### config.mk
export PLATFORM = sky130hd
export DESIGN_NAME = krs_cell
export DESIGN_NICKNAME = d
export VERILOG_FILES = /design/src/design/krs_pkg.sv /design/src/design/krs_cell.sv
export SDC_FILE = /design/constraint.sdc
export NUM_CORES = 1
export LEC_CHECK = 0
export ABC_AREA = 1
export BUFFER_PORTS_ARGS = -buffer_cell sky130_fd_sc_hd__buf_2
export CAP_MARGIN = 5
export CORE_ASPECT_RATIO = 0.75
export CORE_UTILIZATION = 40
export DETAILED_ROUTE_END_ITERATION = 10
export MAX_ROUTING_LAYER = met4
export PLACE_DENSITY = 0.85
export SLEW_MARGIN = 20
export SYNTH_ARGS = -nofsm -noshare
export SYNTH_HDL_FRONTEND = slang
export SYNTH_SLANG_ARGS = --single-unit
export TNS_END_PERCENT = 5
### constraint.sdc
create_clock -name i_clk -period 4.2 [get_ports i_clk]
set_clock_uncertainty 0.15 [all_clocks]
set_input_delay 0.21 -clock i_clk [delete_from_list [all_inputs] [get_ports i_clk]]
set_output_delay 0.21 -clock i_clk [all_outputs]
set_load 0.02 [all_outputs]
### src/design/krs_pkg.sv
`default_nettype none

package krs_pkg;

    localparam int CAPACITY = 64;
    localparam int KEY_BITS = 32;
    localparam int TAG_BITS = 16;
    localparam int CNT_W    = $clog2(CAPACITY + 1);
    localparam int RND_W    = $clog2(CAPACITY);
    localparam int APB_DW   = 32;
    localparam int APB_AW   = 3;

    localparam logic REG_DESCENDING = 1'b0;

    typedef struct packed {
        logic                valid;
        logic [KEY_BITS-1:0] key;
        logic [TAG_BITS-1:0] tag;
    } t_rec;

    typedef struct packed {
        logic shift;
        logic sort;
        logic phase;
        logic desc;
    } t_cell_ctl;

    function automatic logic goes_before(input t_rec a, input t_rec b, input logic desc);
        goes_before = desc ? (a.key > b.key) : (a.key < b.key);
    endfunction

endpackage

`default_nettype wire

### src/design/krs_cell.sv
`default_nettype none

module krs_cell
    import krs_pkg::*;
(
    input  wire logic      i_clk,
    input  wire logic      i_rst_n,
    input  wire t_cell_ctl i_ctl,
    input  wire logic      i_odd,
    input  wire t_rec      i_up,
    input  wire t_rec      i_dn,
    input  wire logic      i_swap_dn,
    output t_rec           o_rec,
    output logic           o_swap_up
);

    t_rec r_rec;
    t_rec n_rec;
    logic w_lower;

    // pair (k, k+1) is compared by its lower member; strict compare keeps ties in order
    assign w_lower   = i_ctl.sort && (i_odd == i_ctl.phase);
    assign o_swap_up = w_lower && r_rec.valid && i_up.valid
                       && goes_before(i_up, r_rec, i_ctl.desc);
    assign o_rec     = r_rec;

    always_comb begin
        n_rec = r_rec;
        if (i_ctl.shift) begin
            n_rec = i_up;
        end else if (o_swap_up) begin
            n_rec = i_up;
        end else if (i_swap_dn) begin
            n_rec = i_dn;
        end
    end

    always_ff @(posedge i_clk) begin
        if (!i_rst_n) begin
            r_rec.valid <= 1'b0;
        end else begin
            r_rec <= n_rec;
        end
    end

endmodule

`default_nettype wire

# == Word level (Yosys, flattened, before mapping) ==
# Cells that the tools add are included.
# totals
word_cells,16
register_bits,49
out_inout_bits,50
# classes
n_reduce_logical,6
mux,4
eq_ne,1
magnitude_cmp,2
# op_table
cell,count
49-bit 2-to-1 mux,3
32-bit > comparator,1
32-bit < comparator,1
1-bit logical AND,4
3-bit nonzero test,1
2-bit AND reduction,1
1-bit equality test,1
1-bit 2-to-1 mux,1

# == Logic depth before layout (Yosys ltp) ==
# Gate-level depths: netlist of the first run.
# logic_depth
depth_word,7
ltp_mapped,20
depth_no_buf,18

# == Least setup slack after synthesis of the first run ==
# OpenSTA, ideal clock, no wires.
# synth_timing
path_type,register to register
startpoint,"register r_rec, in the netlist o_rec[39]"
endpoint,"register r_rec, in the netlist o_rec[0], enable pin"
path_buffers,1
arrival_ns,4.009
setup_ns,0.470
stages_incl_launch_ff,12
slack_ns,-0.428
cell_sequence,edfxtp_1 > inv_1 > ha_1 > a21oi_1 > o21a_1 > nand2_1 > a21oi_1 > nand2_1 > nand2_1 > nand3_2 > buf_2 > a21oi_1
# synth_between
elab_chain_len,5
# synth_rtl
item,line,rtl
from (decl),krs_cell.sv:17,t_rec r_rec;
from (signal assigned),krs_cell.sv:42,r_rec <= n_rec;
32-bit < comparator / 32-bit > comparator (equally long branches),krs_pkg.sv:29,goes_before = desc ? (a.key > b.key) : (a.key < b.key);
1-bit 2-to-1 mux (*),krs_pkg.sv:29,
1-bit logical AND (*),krs_cell.sv:24,"&& goes_before(i_up, r_rec, i_ctl.desc);"
3-bit nonzero test (no line) (*),-,
2-bit AND reduction (no line) (*),-,
# Every way passes the cells marked *; elsewhere a longest branch is shown, timed or not.
# A chain may end at the register's enable or synchronous reset.

==> results.cfg, run 1 <==
[outcome]
status = complete, no violations

[clocking]
cts_max_path_buffers = 2
ctsResizeCount = 0
htree_levels = 2
postCtsSetupBuffers = 0
cts.sinks = 49
cts_root_buf = clkbuf_8
cts_hold_buf = 0
path_clk_slew_ps = 90
numCtsBuffers = 5
clk_latency_ps = 300
cts_tree = done

[logic_synthesis]
yosys.area_share.simple_pct = 27.6
synthesis.nets = 506
syn_area_mm2 = 0.00309
synth_top_family_by_area = simple AND/OR/NAND/NOR gates
synth_common_cells = nand2_1, nand3_1, edfxtp_1, inv_1, ha_1
synth_top_area_share_pct = 46.7
synth-seq-cells = 49
synth_edf_count = 48
synth_fa_ha_area_share_pct = 13.0
async_flop_share_pct = 0
synthCells = 368
synth-compound-area-share_pct = 3.81
synthTopCellsByArea = edfxtp_1, nand2_1, ha_1
synthXorXnorAreaFrac_pct = 0.284
synthMuxAreaShare_pct = 0
synth_ff_type = edfxtp_1
yosys.cell_types.count = 22
ys_warn_count = 0
synth_seq_area_share_pct = 47.3
yosys.area.top_type = edfxtp_1
synth.most_common_cell = nand2_1
synth_area_per_cell_um2 = 8.39

[sta]
setup_tns_ps = 0
slew_viol_final = 0
worst_slack_ps = 1090
post-route-min-period_ps = 3110
rsz0062_at_grt = false
setup_viol = 0
hold_viol = 0
period_share_pct = 74.2
max_clock_freq_mhz = 321
fin_hold_ws_ps = 29.9
relSlewSlack_pct = 56.7
worstMarginPinSlew_ps = 649

[place]
dpl.hpwl_mm = 6.23
place_ws_ps = 1100
gp_congestion = 0.782
io_buffers = 155
dp.cells = 614

[cells_and_area]
largest_register_ff_count = 49
final-instance-count-excl-fill = 622
num-nets-final = 658
drive_gt1_share_pct = 32.8
diodes = 0
fillers = 720
syn2layout_area_growth_pct = 30.7

[floorplan]
die-area_mm2 = 0.00808
die_y_um = 78.1
start_util_pct = 41.8
die_width_um = 103
io_pins = 156
num_rows = 27
fp.coreArea_mm2 = 0.00740

[detailed_routing]
wirelength_mm = 8.09
drtIter0Drc = 113
dr_total_vias = 3006
routedWlPerCell_um = 13.0
post-route-drc-count = 0
vias_per_cell = 4.83
ant_nets = 0
drt_pass1_iterations = 4

[setup_path]
r2r_setup_slack_ps = 1090
crit_type = reg2reg
worstPathArrival_ps = 3130
end_kind = flip-flop
worstPathRequired_ps = 4220
crit_fanout = 28
start_kind = flip-flop

[grt]
grt_max_degree = 51
grt_pass1_wl_mm = 13.0
antenna_found_initial = 0
grt_overflow = 0
grt_pass1_vias = 2886
grt_usage_pct = 21.3

[worst_hold_path]
hold_class = in2reg

[pwr]
power.leakage_nw = 2.23
p_total_w = 0.00116
powerDensity_mw_per_mm2 = 287
vdd_drop_max_mv = 0.154

[job]
cap_violations = 0
## cells in the final DEF (no fill, tap or decap), types with 2 or more instances in the layout
cell      instances
clkinv_2          2
ha_1             32
o21a_1            2
buf_2           155
nor2_1           12
nand2_1         136
a21oi_1          16
buf_4             5
edfxtp_1         48
inv_1            44
nand3_1          51
clkbuf_8          5
nand4_1           3
## kinds of logic after synthesis
logic type                 after synthesis
DFF                                     49
buffers and inverters                   59
and+or+nand+nor                        205
adders and majority gates               32
AOI/OAI and AO/OA                       22
xor gates and xnor gates                 1
## critical path, stage by stage (launching register included)
cell	delay, ps
edfxtp_1	400
inv_1	70
ha_1	240
a21oi_1	170
o21a_1	130
nand2_1	50
a21oi_1	250
nand2_1	90
nand2_1	80
nand3_2	300
nand2_2	530
buf_4	350
nand2_1	90
nand2_1	70
## through the flow
stage / utilization, % / cell area [um2]
floorplan: - / 3090
global placement: 53.5 / 3960
detailed placement: 53.5 / 3960
CTS: 54.6 / 4040
global route: 54.6 / 4040
finish: 54.6 / 4040
## power by group
part	internal (W)	switching [W]	total, W
clock	0.000116	0.000158	0.000274
combinational	0.000116	0.000174	0.000290
sequential	0.000580	0.0000136	0.000593
total	0.000812	0.000346	0.00116
## per-layer routing
layer | GRT usage (%) | vias up | share of wire (%)
met5 | - | - | 0
met3 | 4.72 | 8 | 8.0
met4 | 4.93 | 0 | 0.99
met2 | 37.2 | 123 | 49
li1 | - | 1512 | -
met1 | 24.9 | 1363 | 42
## final cells by class
type | count | area, um2 | share of cell area (%)
clock buffers | 6 | 72.6 | 1.80
flip-flops and latches | 49 | 1460 | 36.2
multi-input cells | 260 | 1390 | 34.4
inverters | 44 | 165 | 4.09
well taps | 101 | 126 | 3.13
repair buffers | 160 | 813 | 20.1
clock inverters | 2 | 10.0 | 0.248
## path summary, 6_finish.rpt
| path | endpoint | start | depth (start not counted) |
|---|---|---|---|
| max reg2reg | o_rec[39]$_DFFE_PP_ | o_rec[37]$_DFFE_PP_ | 13 |
| min | o_rec[0]$_DFFE_PP_ | i_up[0] | 3 |
| min reg2reg | o_rec[48]$_SDFFE_PN0P_ | o_rec[48]$_SDFFE_PN0P_ | 2 |
| max | o_rec[39]$_DFFE_PP_ | o_rec[37]$_DFFE_PP_ | 13 |
Note: power is estimated with default switching activity, not from simulation.
==> run 2: changes to the inputs <==
--- a/config.mk
+++ b/config.mk
@@ -5,14 +5,14 @@
 export SDC_FILE = /design/constraint.sdc
 export NUM_CORES = 1
 export LEC_CHECK = 0
-export ABC_AREA = 1
+export ABC_AREA = 0
 export BUFFER_PORTS_ARGS = -buffer_cell sky130_fd_sc_hd__buf_2
 export CAP_MARGIN = 5
 export CORE_ASPECT_RATIO = 0.75
 export CORE_UTILIZATION = 40
 export DETAILED_ROUTE_END_ITERATION = 10
 export MAX_ROUTING_LAYER = met4
-export PLACE_DENSITY = 0.85
+export PLACE_DENSITY = 0.83
 export SLEW_MARGIN = 20
 export SYNTH_ARGS = -nofsm -noshare
 export SYNTH_HDL_FRONTEND = slang
==> constraint.sdc (replaced) <==
create_clock -name i_clk -period 3.1 [get_ports i_clk]
set_clock_uncertainty 0.15 [all_clocks]
set_input_delay 0.155 -clock i_clk [delete_from_list [all_inputs] [get_ports i_clk]]
set_output_delay 0.155 -clock i_clk [all_outputs]
set_load 0.02 [all_outputs]
==> run 2 against run 1 <==
  * The flow now finishes with violations (DRC, setup timing)
  * Total power rose by 43%
  * Die area fell by 2.3%
  * Worst setup slack worse by 1100 ps
  * Clock power increased by 42%
  * First-iteration DRC count fell by 50%
  * Non-clock buffer count grew 32
  * Largest power group unchanged
==> results.cfg, run 2 <==
[outcome]
status = complete, but fails checks
violations = DRC, setup timing

[detailed_routing]
vias_per_cell = 4.86
post-route-drc-count = 2
routedWlPerCell_um = 15.7
dr_total_vias = 2552
drt_pass1_iterations = 7
drtIter0Drc = 57
ant_nets = 0
wirelength_mm = 8.27

[floorplan]
io_pins = 156
start_util_pct = 41.1
die_width_um = 102
die_y_um = 77.2
num_rows = 27
fp.coreArea_mm2 = 0.00733
die-area_mm2 = 0.00789

[sta]
setup_tns_ps = -88.4
relSlewSlack_pct = 60.0
max_clock_freq_mhz = 319
worst_slack_ps = -30.0
rsz0062_at_grt = true
hold_viol = 0
slew_viol_final = 0
period_share_pct = 101
worstMarginPinSlew_ps = 594
fin_hold_ws_ps = 7.66
setup_viol = 6
post-route-min-period_ps = 3130

[logic_synthesis]
synth.most_common_cell = edfxtp_1
synth_top_area_share_pct = 47.8
synthTopCellsByArea = edfxtp_1, ha_1, mux2_2
synthesis.nets = 366
syn_area_mm2 = 0.00302
synth_seq_area_share_pct = 48.5
ys_warn_count = 0
async_flop_share_pct = 0
yosys.cell_types.count = 30
synth_common_cells = edfxtp_1, inv_1, ha_1, mux2_2, mux2_4
synth-seq-cells = 49
synthCells = 228
yosys.area.top_type = edfxtp_1
synth_edf_count = 48
synth_ff_type = edfxtp_1
synth_area_per_cell_um2 = 13.2

[worst_hold_path]
hp-start = i_dn[4]
hold_class = in2reg

[cells_and_area]
syn2layout_area_growth_pct = 50.4
diodes = 0
final_common_cell = buf_2
final_util_pct = 61.9
final_cell_mix = buf_2, edfxtp_1, inv_1
final-instance-count-excl-fill = 525
largest_register_ff_count = 49
drive_gt1_share_pct = 57.1
num-nets-final = 561

[setup_path]
slowest_delay_ps = 410
crit_family = compound AO/OA/AOI/OAI gates
cp_cell_sequence = inv_1, ha_1, nand4_1, nor3_2, a21boi_1, o41a_1, o31a_1, nor2_4, buf_6, clkbuf_16, mux2_2
crit_type = reg2reg
crit_slowest_cell = edfxtp_1
crit_buf_inv = 3
worstPathRequired_ps = 3000
cp-startpoint = o_rec[30]$_DFFE_PP_
worstPathArrival_ps = 3030
worstReg2RegStart = o_rec[30]$_DFFE_PP_
end_kind = flip-flop
start_kind = flip-flop
crit_fanout = 8

[pwr]
switching_share_pct = 27.4
power_frac_comb_pct = 28.1
internal-power_w = 0.00120
pwr-share-seq_pct = 48.5
power.leakage_nw = 2.19
powerDensity_mw_per_mm2 = 366
vdd_drop_max_mv = 0.195
clkPwrFrac_pct = 23.4
p_switching_w = 0.000455

[grt]
gr-usage-met1_pct = 26.1
grt_pass1_vias = 2523
gr-usage-met3_pct = 3.37
grt_max_degree = 25
antenna_found_initial = 0
grt_overflow = 0
grtUsageMet2_pct = 35.1
grt_pass1_wl_mm = 12.0
grt_usage_pct = 20.8
busiest_layer = met2

[clocking]
path_clk_slew_ps = 90
numCtsBuffers = 5
cts_tree = done
cts.sinks = 49
cts_root_buf = clkbuf_8
htree_levels = 2
cts_max_path_buffers = 2
clk_latency_ps = 290

[place]
io_buffers = 155
gp_congestion = 0.760
dpl.hpwl_mm = 5.71
dp.cells = 483

[job]
cap_violations = 0
==> run 2: power groups by stage <==
stage          combinational, W  clock (W)  sequential [W]
2_1_floorplan          0.000182          0        0.000872
3_3_place_gp           0.000380          0        0.000815
3_5_place_dp           0.000392          0        0.000820
4_1_cts                0.000421   0.000402        0.000804
5_1_grt                0.000508   0.000434        0.000809
6_report               0.000467   0.000389        0.000804
==> run 2: cell type report <==
type / count / area [um2]
Tap cell: 101 / 126
Inverter: 34 / 128
Multi-Input combinational cell: 141 / 1550
Timing Repair Buffer: 192 / 1180
Sequential cell: 49 / 1460
Fill cell: 593 / 2800
Clock buffer: 8 / 90.1
==> run 2: layer usage <==
layer	vias up	wire [um]
met5	-	0
met4	0	44
met3	4	402
met2	105	4110
met1	1198	3710
li1	1245	-
==> run 2: repair_timing <==
action                                  CTS  global route
buffers inserted                          5             5
hold endpoints to repair                  7            13
resized for setup                         6            23
pin swaps                                 8             8
endpoints found under the setup margin   96            49
hold buffers                              8            13
cloned                                    2             1
==> run 2: final timing paths <==
| kind | endpoint | slack (ps) | depth (start not counted) |
|---|---|---|---|
| worst max-delay path | o_rec[0]$_DFFE_PP_ | -30 | 11 |
| worst min-delay path | o_rec[4]$_DFFE_PP_ | 8 | 2 |
| worst max register to register | o_rec[0]$_DFFE_PP_ | -30 | 11 |
| worst min register to register | o_rec[48]$_SDFFE_PN0P_ | 450 | 2 |
==> run 2: per-stage QoR <==
step	setup slack (ps)	total power [W]	cell area, um2
after CTS	-26.5	0.00163	4220
after floorplan	45.5	0.00105	3020
after detailed placement	-45.5	0.00121	3930
final	-30.0	0.00166	4540
after global placement	45.1	0.00120	3930
after global routing	-126	0.00175	4540
==> run 2: logic make-up (layout without fill, tap and decap cells) <==
| family | after synthesis | in the layout | share of synthesized area (%) |
|---|---|---|---|
| xor gates and xnor gates | 1 | 1 | 0.291 |
| buffers and inverters | 39 | 234 | 5.68 |
| muxes | 49 | 49 | 20.7 |
| adders and majority gates | 32 | 32 | 13.3 |
| DFF | 49 | 49 | 48.5 |
| AOI/OAI and AO/OA | 33 | 34 | 7.14 |
| and+or+nand+nor | 25 | 25 | 4.40 |
==> run 3: changes to the inputs <==
--- a/config.mk
+++ b/config.mk
@@ -11,8 +11,8 @@
 export CORE_ASPECT_RATIO = 0.75
 export CORE_UTILIZATION = 40
 export DETAILED_ROUTE_END_ITERATION = 10
-export MAX_ROUTING_LAYER = met4
 export PLACE_DENSITY = 0.83
+export SKIP_CTS_REPAIR_TIMING = 1
 export SLEW_MARGIN = 20
 export SYNTH_ARGS = -nofsm -noshare
 export SYNTH_HDL_FRONTEND = slang
==> run 3 against run 2 <==
  * Final cell count increased by 0.38%
  * Clock-buffer cell count did not move
  * Worst setup slack improved by 64 ps
  * Routed wire length rose by 3.5%
  * The flow finishes with violations (DRC)
  * Sequential cell count is the same
  * Largest cell class unchanged
  * Global-route usage shrank 2.3 points
  * Worst hold slack better by 2.6 ps
  * Register-to-register slack gained 60 ps
  * First-iteration DRC count is 37% higher
  * Highest routed layer unchanged
  * Critical path depth is 1 higher
  * Sequential share of layout area shrank 0.80 points
==> results.cfg, run 3 (synthesized netlist as in run 2, its figures left out) <==
[cells_and_area]
final-instance-count-excl-fill = 527
num-nets-final = 563
drive_gt1_share_pct = 57.0
diodes = 0
final_common_cell = buf_2
syn2layout_area_growth_pct = 54.2
design_area_mm2 = 0.00465
final_cell_mix = buf_2, edfxtp_1, mux2_4
largest_register_ff_count = 49

[detailed_routing]
post-route-drc-count = 2
drt_pass1_iterations = 7
wirelength_mm = 8.56
ant_nets = 0
topRoutingLayerUsed = met4
routedWlPerCell_um = 16.2
met1_length_mm = 3.83
dr_total_vias = 2605
dr_wl_met3_um = 457
met2_wirelength_mm = 4.23
drtIter0Drc = 78
vias_per_cell = 4.94

[place]
place_ws_ps = -45.5
post_dp_cell_area_mm2 = 0.00393
dp.cells = 483
gp_congestion = 0.750
dpl.hpwl_mm = 5.71
io_buffers = 155

[setup_path]
start_kind = flip-flop
worstReg2RegStart = o_rec[21]$_DFFE_PP_
worstPathRequired_ps = 3000
crit_family = compound AO/OA/AOI/OAI gates
crit_slowest_cell = o41a_1
cp_cell_sequence = inv_2, ha_4, a21o_1, nand3_1, a211oi_1, o41a_1, o41ai_4, buf_4, nor2_4, buf_4, clkbuf_16, mux2_4
path_common_cell = buf_4
slowest_delay_ps = 500
worstPathArrival_ps = 2970
crit_buf_inv = 4
timing.rr.end = o_rec[37]$_DFFE_PP_
r2r_setup_slack_ps = 30
crit_type = reg2reg
reg2reg_depth = 12
end_kind = flip-flop
crit_fanout = 8

[grt]
grt_pass1_vias = 2414
grt_usage_pct = 18.6
grt_max_degree = 49
grt_overflow = 0
grt_pass1_wl_mm = 11.2
antenna_found_initial = 0

[sta]
setup_viol = 0
hold_viol = 0
max_clock_freq_mhz = 326
period_share_pct = 98.9
worst_slack_ps = 34.3
relSlewSlack_pct = 60.6
worstMarginPinSlew_ps = 584
post-route-min-period_ps = 3070
slew_viol_final = 0
fin_hold_ws_ps = 10.2
rsz0062_at_grt = true

[clocking]
cts_root_buf = clkbuf_8
cts.sinks = 49
htree_levels = 2
cts_tree = done
cts_max_path_buffers = 2
clk_latency_ps = 290
numCtsBuffers = 5
path_clk_slew_ps = 90

[worst_hold_path]
hold_depth = 2
hold_class = in2reg
worstHoldEndpoint = o_rec[4]$_DFFE_PP_
hp-start = i_dn[4]

[floorplan]
die_y_um = 77.2
io_pins = 156
start_util_pct = 41.1
die_width_um = 102
num_rows = 27
die-area_mm2 = 0.00789
fp.coreArea_mm2 = 0.00733

[outcome]
violations = DRC
status = complete, but fails checks

[pwr]
vdd_drop_max_mv = 0.196
powerDensity_mw_per_mm2 = 361
power.leakage_nw = 2.25

[job]
cap_violations = 0
-- run 3: cell types whose count changed in the layout (fill, tap and decap cells not counted), sizes merged --
cell and delta:
buf -2, clkbuf +2, dlygate4sd3 +2
-- run 3: final cells by class --
type / instances / area [um2]
Timing Repair Buffer: 194 / 1230
Fill cell: 573 / 2680
Clock buffer: 8 / 90.1
Multi-Input combinational cell: 141 / 1620
Sequential cell: 49 / 1460
Inverter: 34 / 128
Tap cell: 101 / 126
-- run 3: metrics by stage --
| step | util, % | TNS (ps) | power, W |
|---|---|---|---|
| final | 63.4 | 0 | 0.00168 |
| after global routing | 63.4 | -2800 | 0.00177 |
| after CTS | 54.9 | -4170 | 0.00160 |
| after detailed placement | 53.6 | -2790 | 0.00121 |
| after global placement | 53.6 | 0 | 0.00120 |
| after floorplan | - | 0 | 0.00105 |
-- run 3: how the worst max path moves through the flow --
| stage | endpoint | slack, ps | startpoint | cells after the start |
|---|---|---|---|---|
| floorplan | o_rec[28]$_DFFE_PP_ | 50 | o_rec[17]$_DFFE_PP_ | 11 |
| global placement | o_rec[27]$_DFFE_PP_ | 50 | o_rec[47]$_DFFE_PP_ | 11 |
| detailed placement | o_rec[41]$_DFFE_PP_ | -50 | o_rec[31]$_DFFE_PP_ | 8 |
| CTS | o_rec[46]$_DFFE_PP_ | -70 | o_rec[31]$_DFFE_PP_ | 8 |
| global route | o_rec[33]$_DFFE_PP_ | -80 | o_rec[29]$_DFFE_PP_ | 12 |
| finish | o_rec[37]$_DFFE_PP_ | 30 | o_rec[21]$_DFFE_PP_ | 12 |
-- run 3: layer usage --
layer  up-vias  GRT usage [%]
met3         2           4.65
met2       107           32.3
met4         0           4.57
met5         -              0
li1       1249              -
met1      1247           22.7
-- run 3: worst reg2reg max path: cells and delay by family (launching register included) --
kind	cells	cell delay (ps)
compound gates	4	1050
buf+inv	4	580
flops	1	420
mux	1	310
fa+ha+maj	1	190
simple gates	2	110
-- run 3: report_power, final --
| group | switching [W] | internal, W |
|---|---|---|
| clock | 0.000206 | 0.000183 |
| sequential | 0.0000196 | 0.000785 |
| combinational | 0.000235 | 0.000251 |
| total | 0.000461 | 0.00122 |
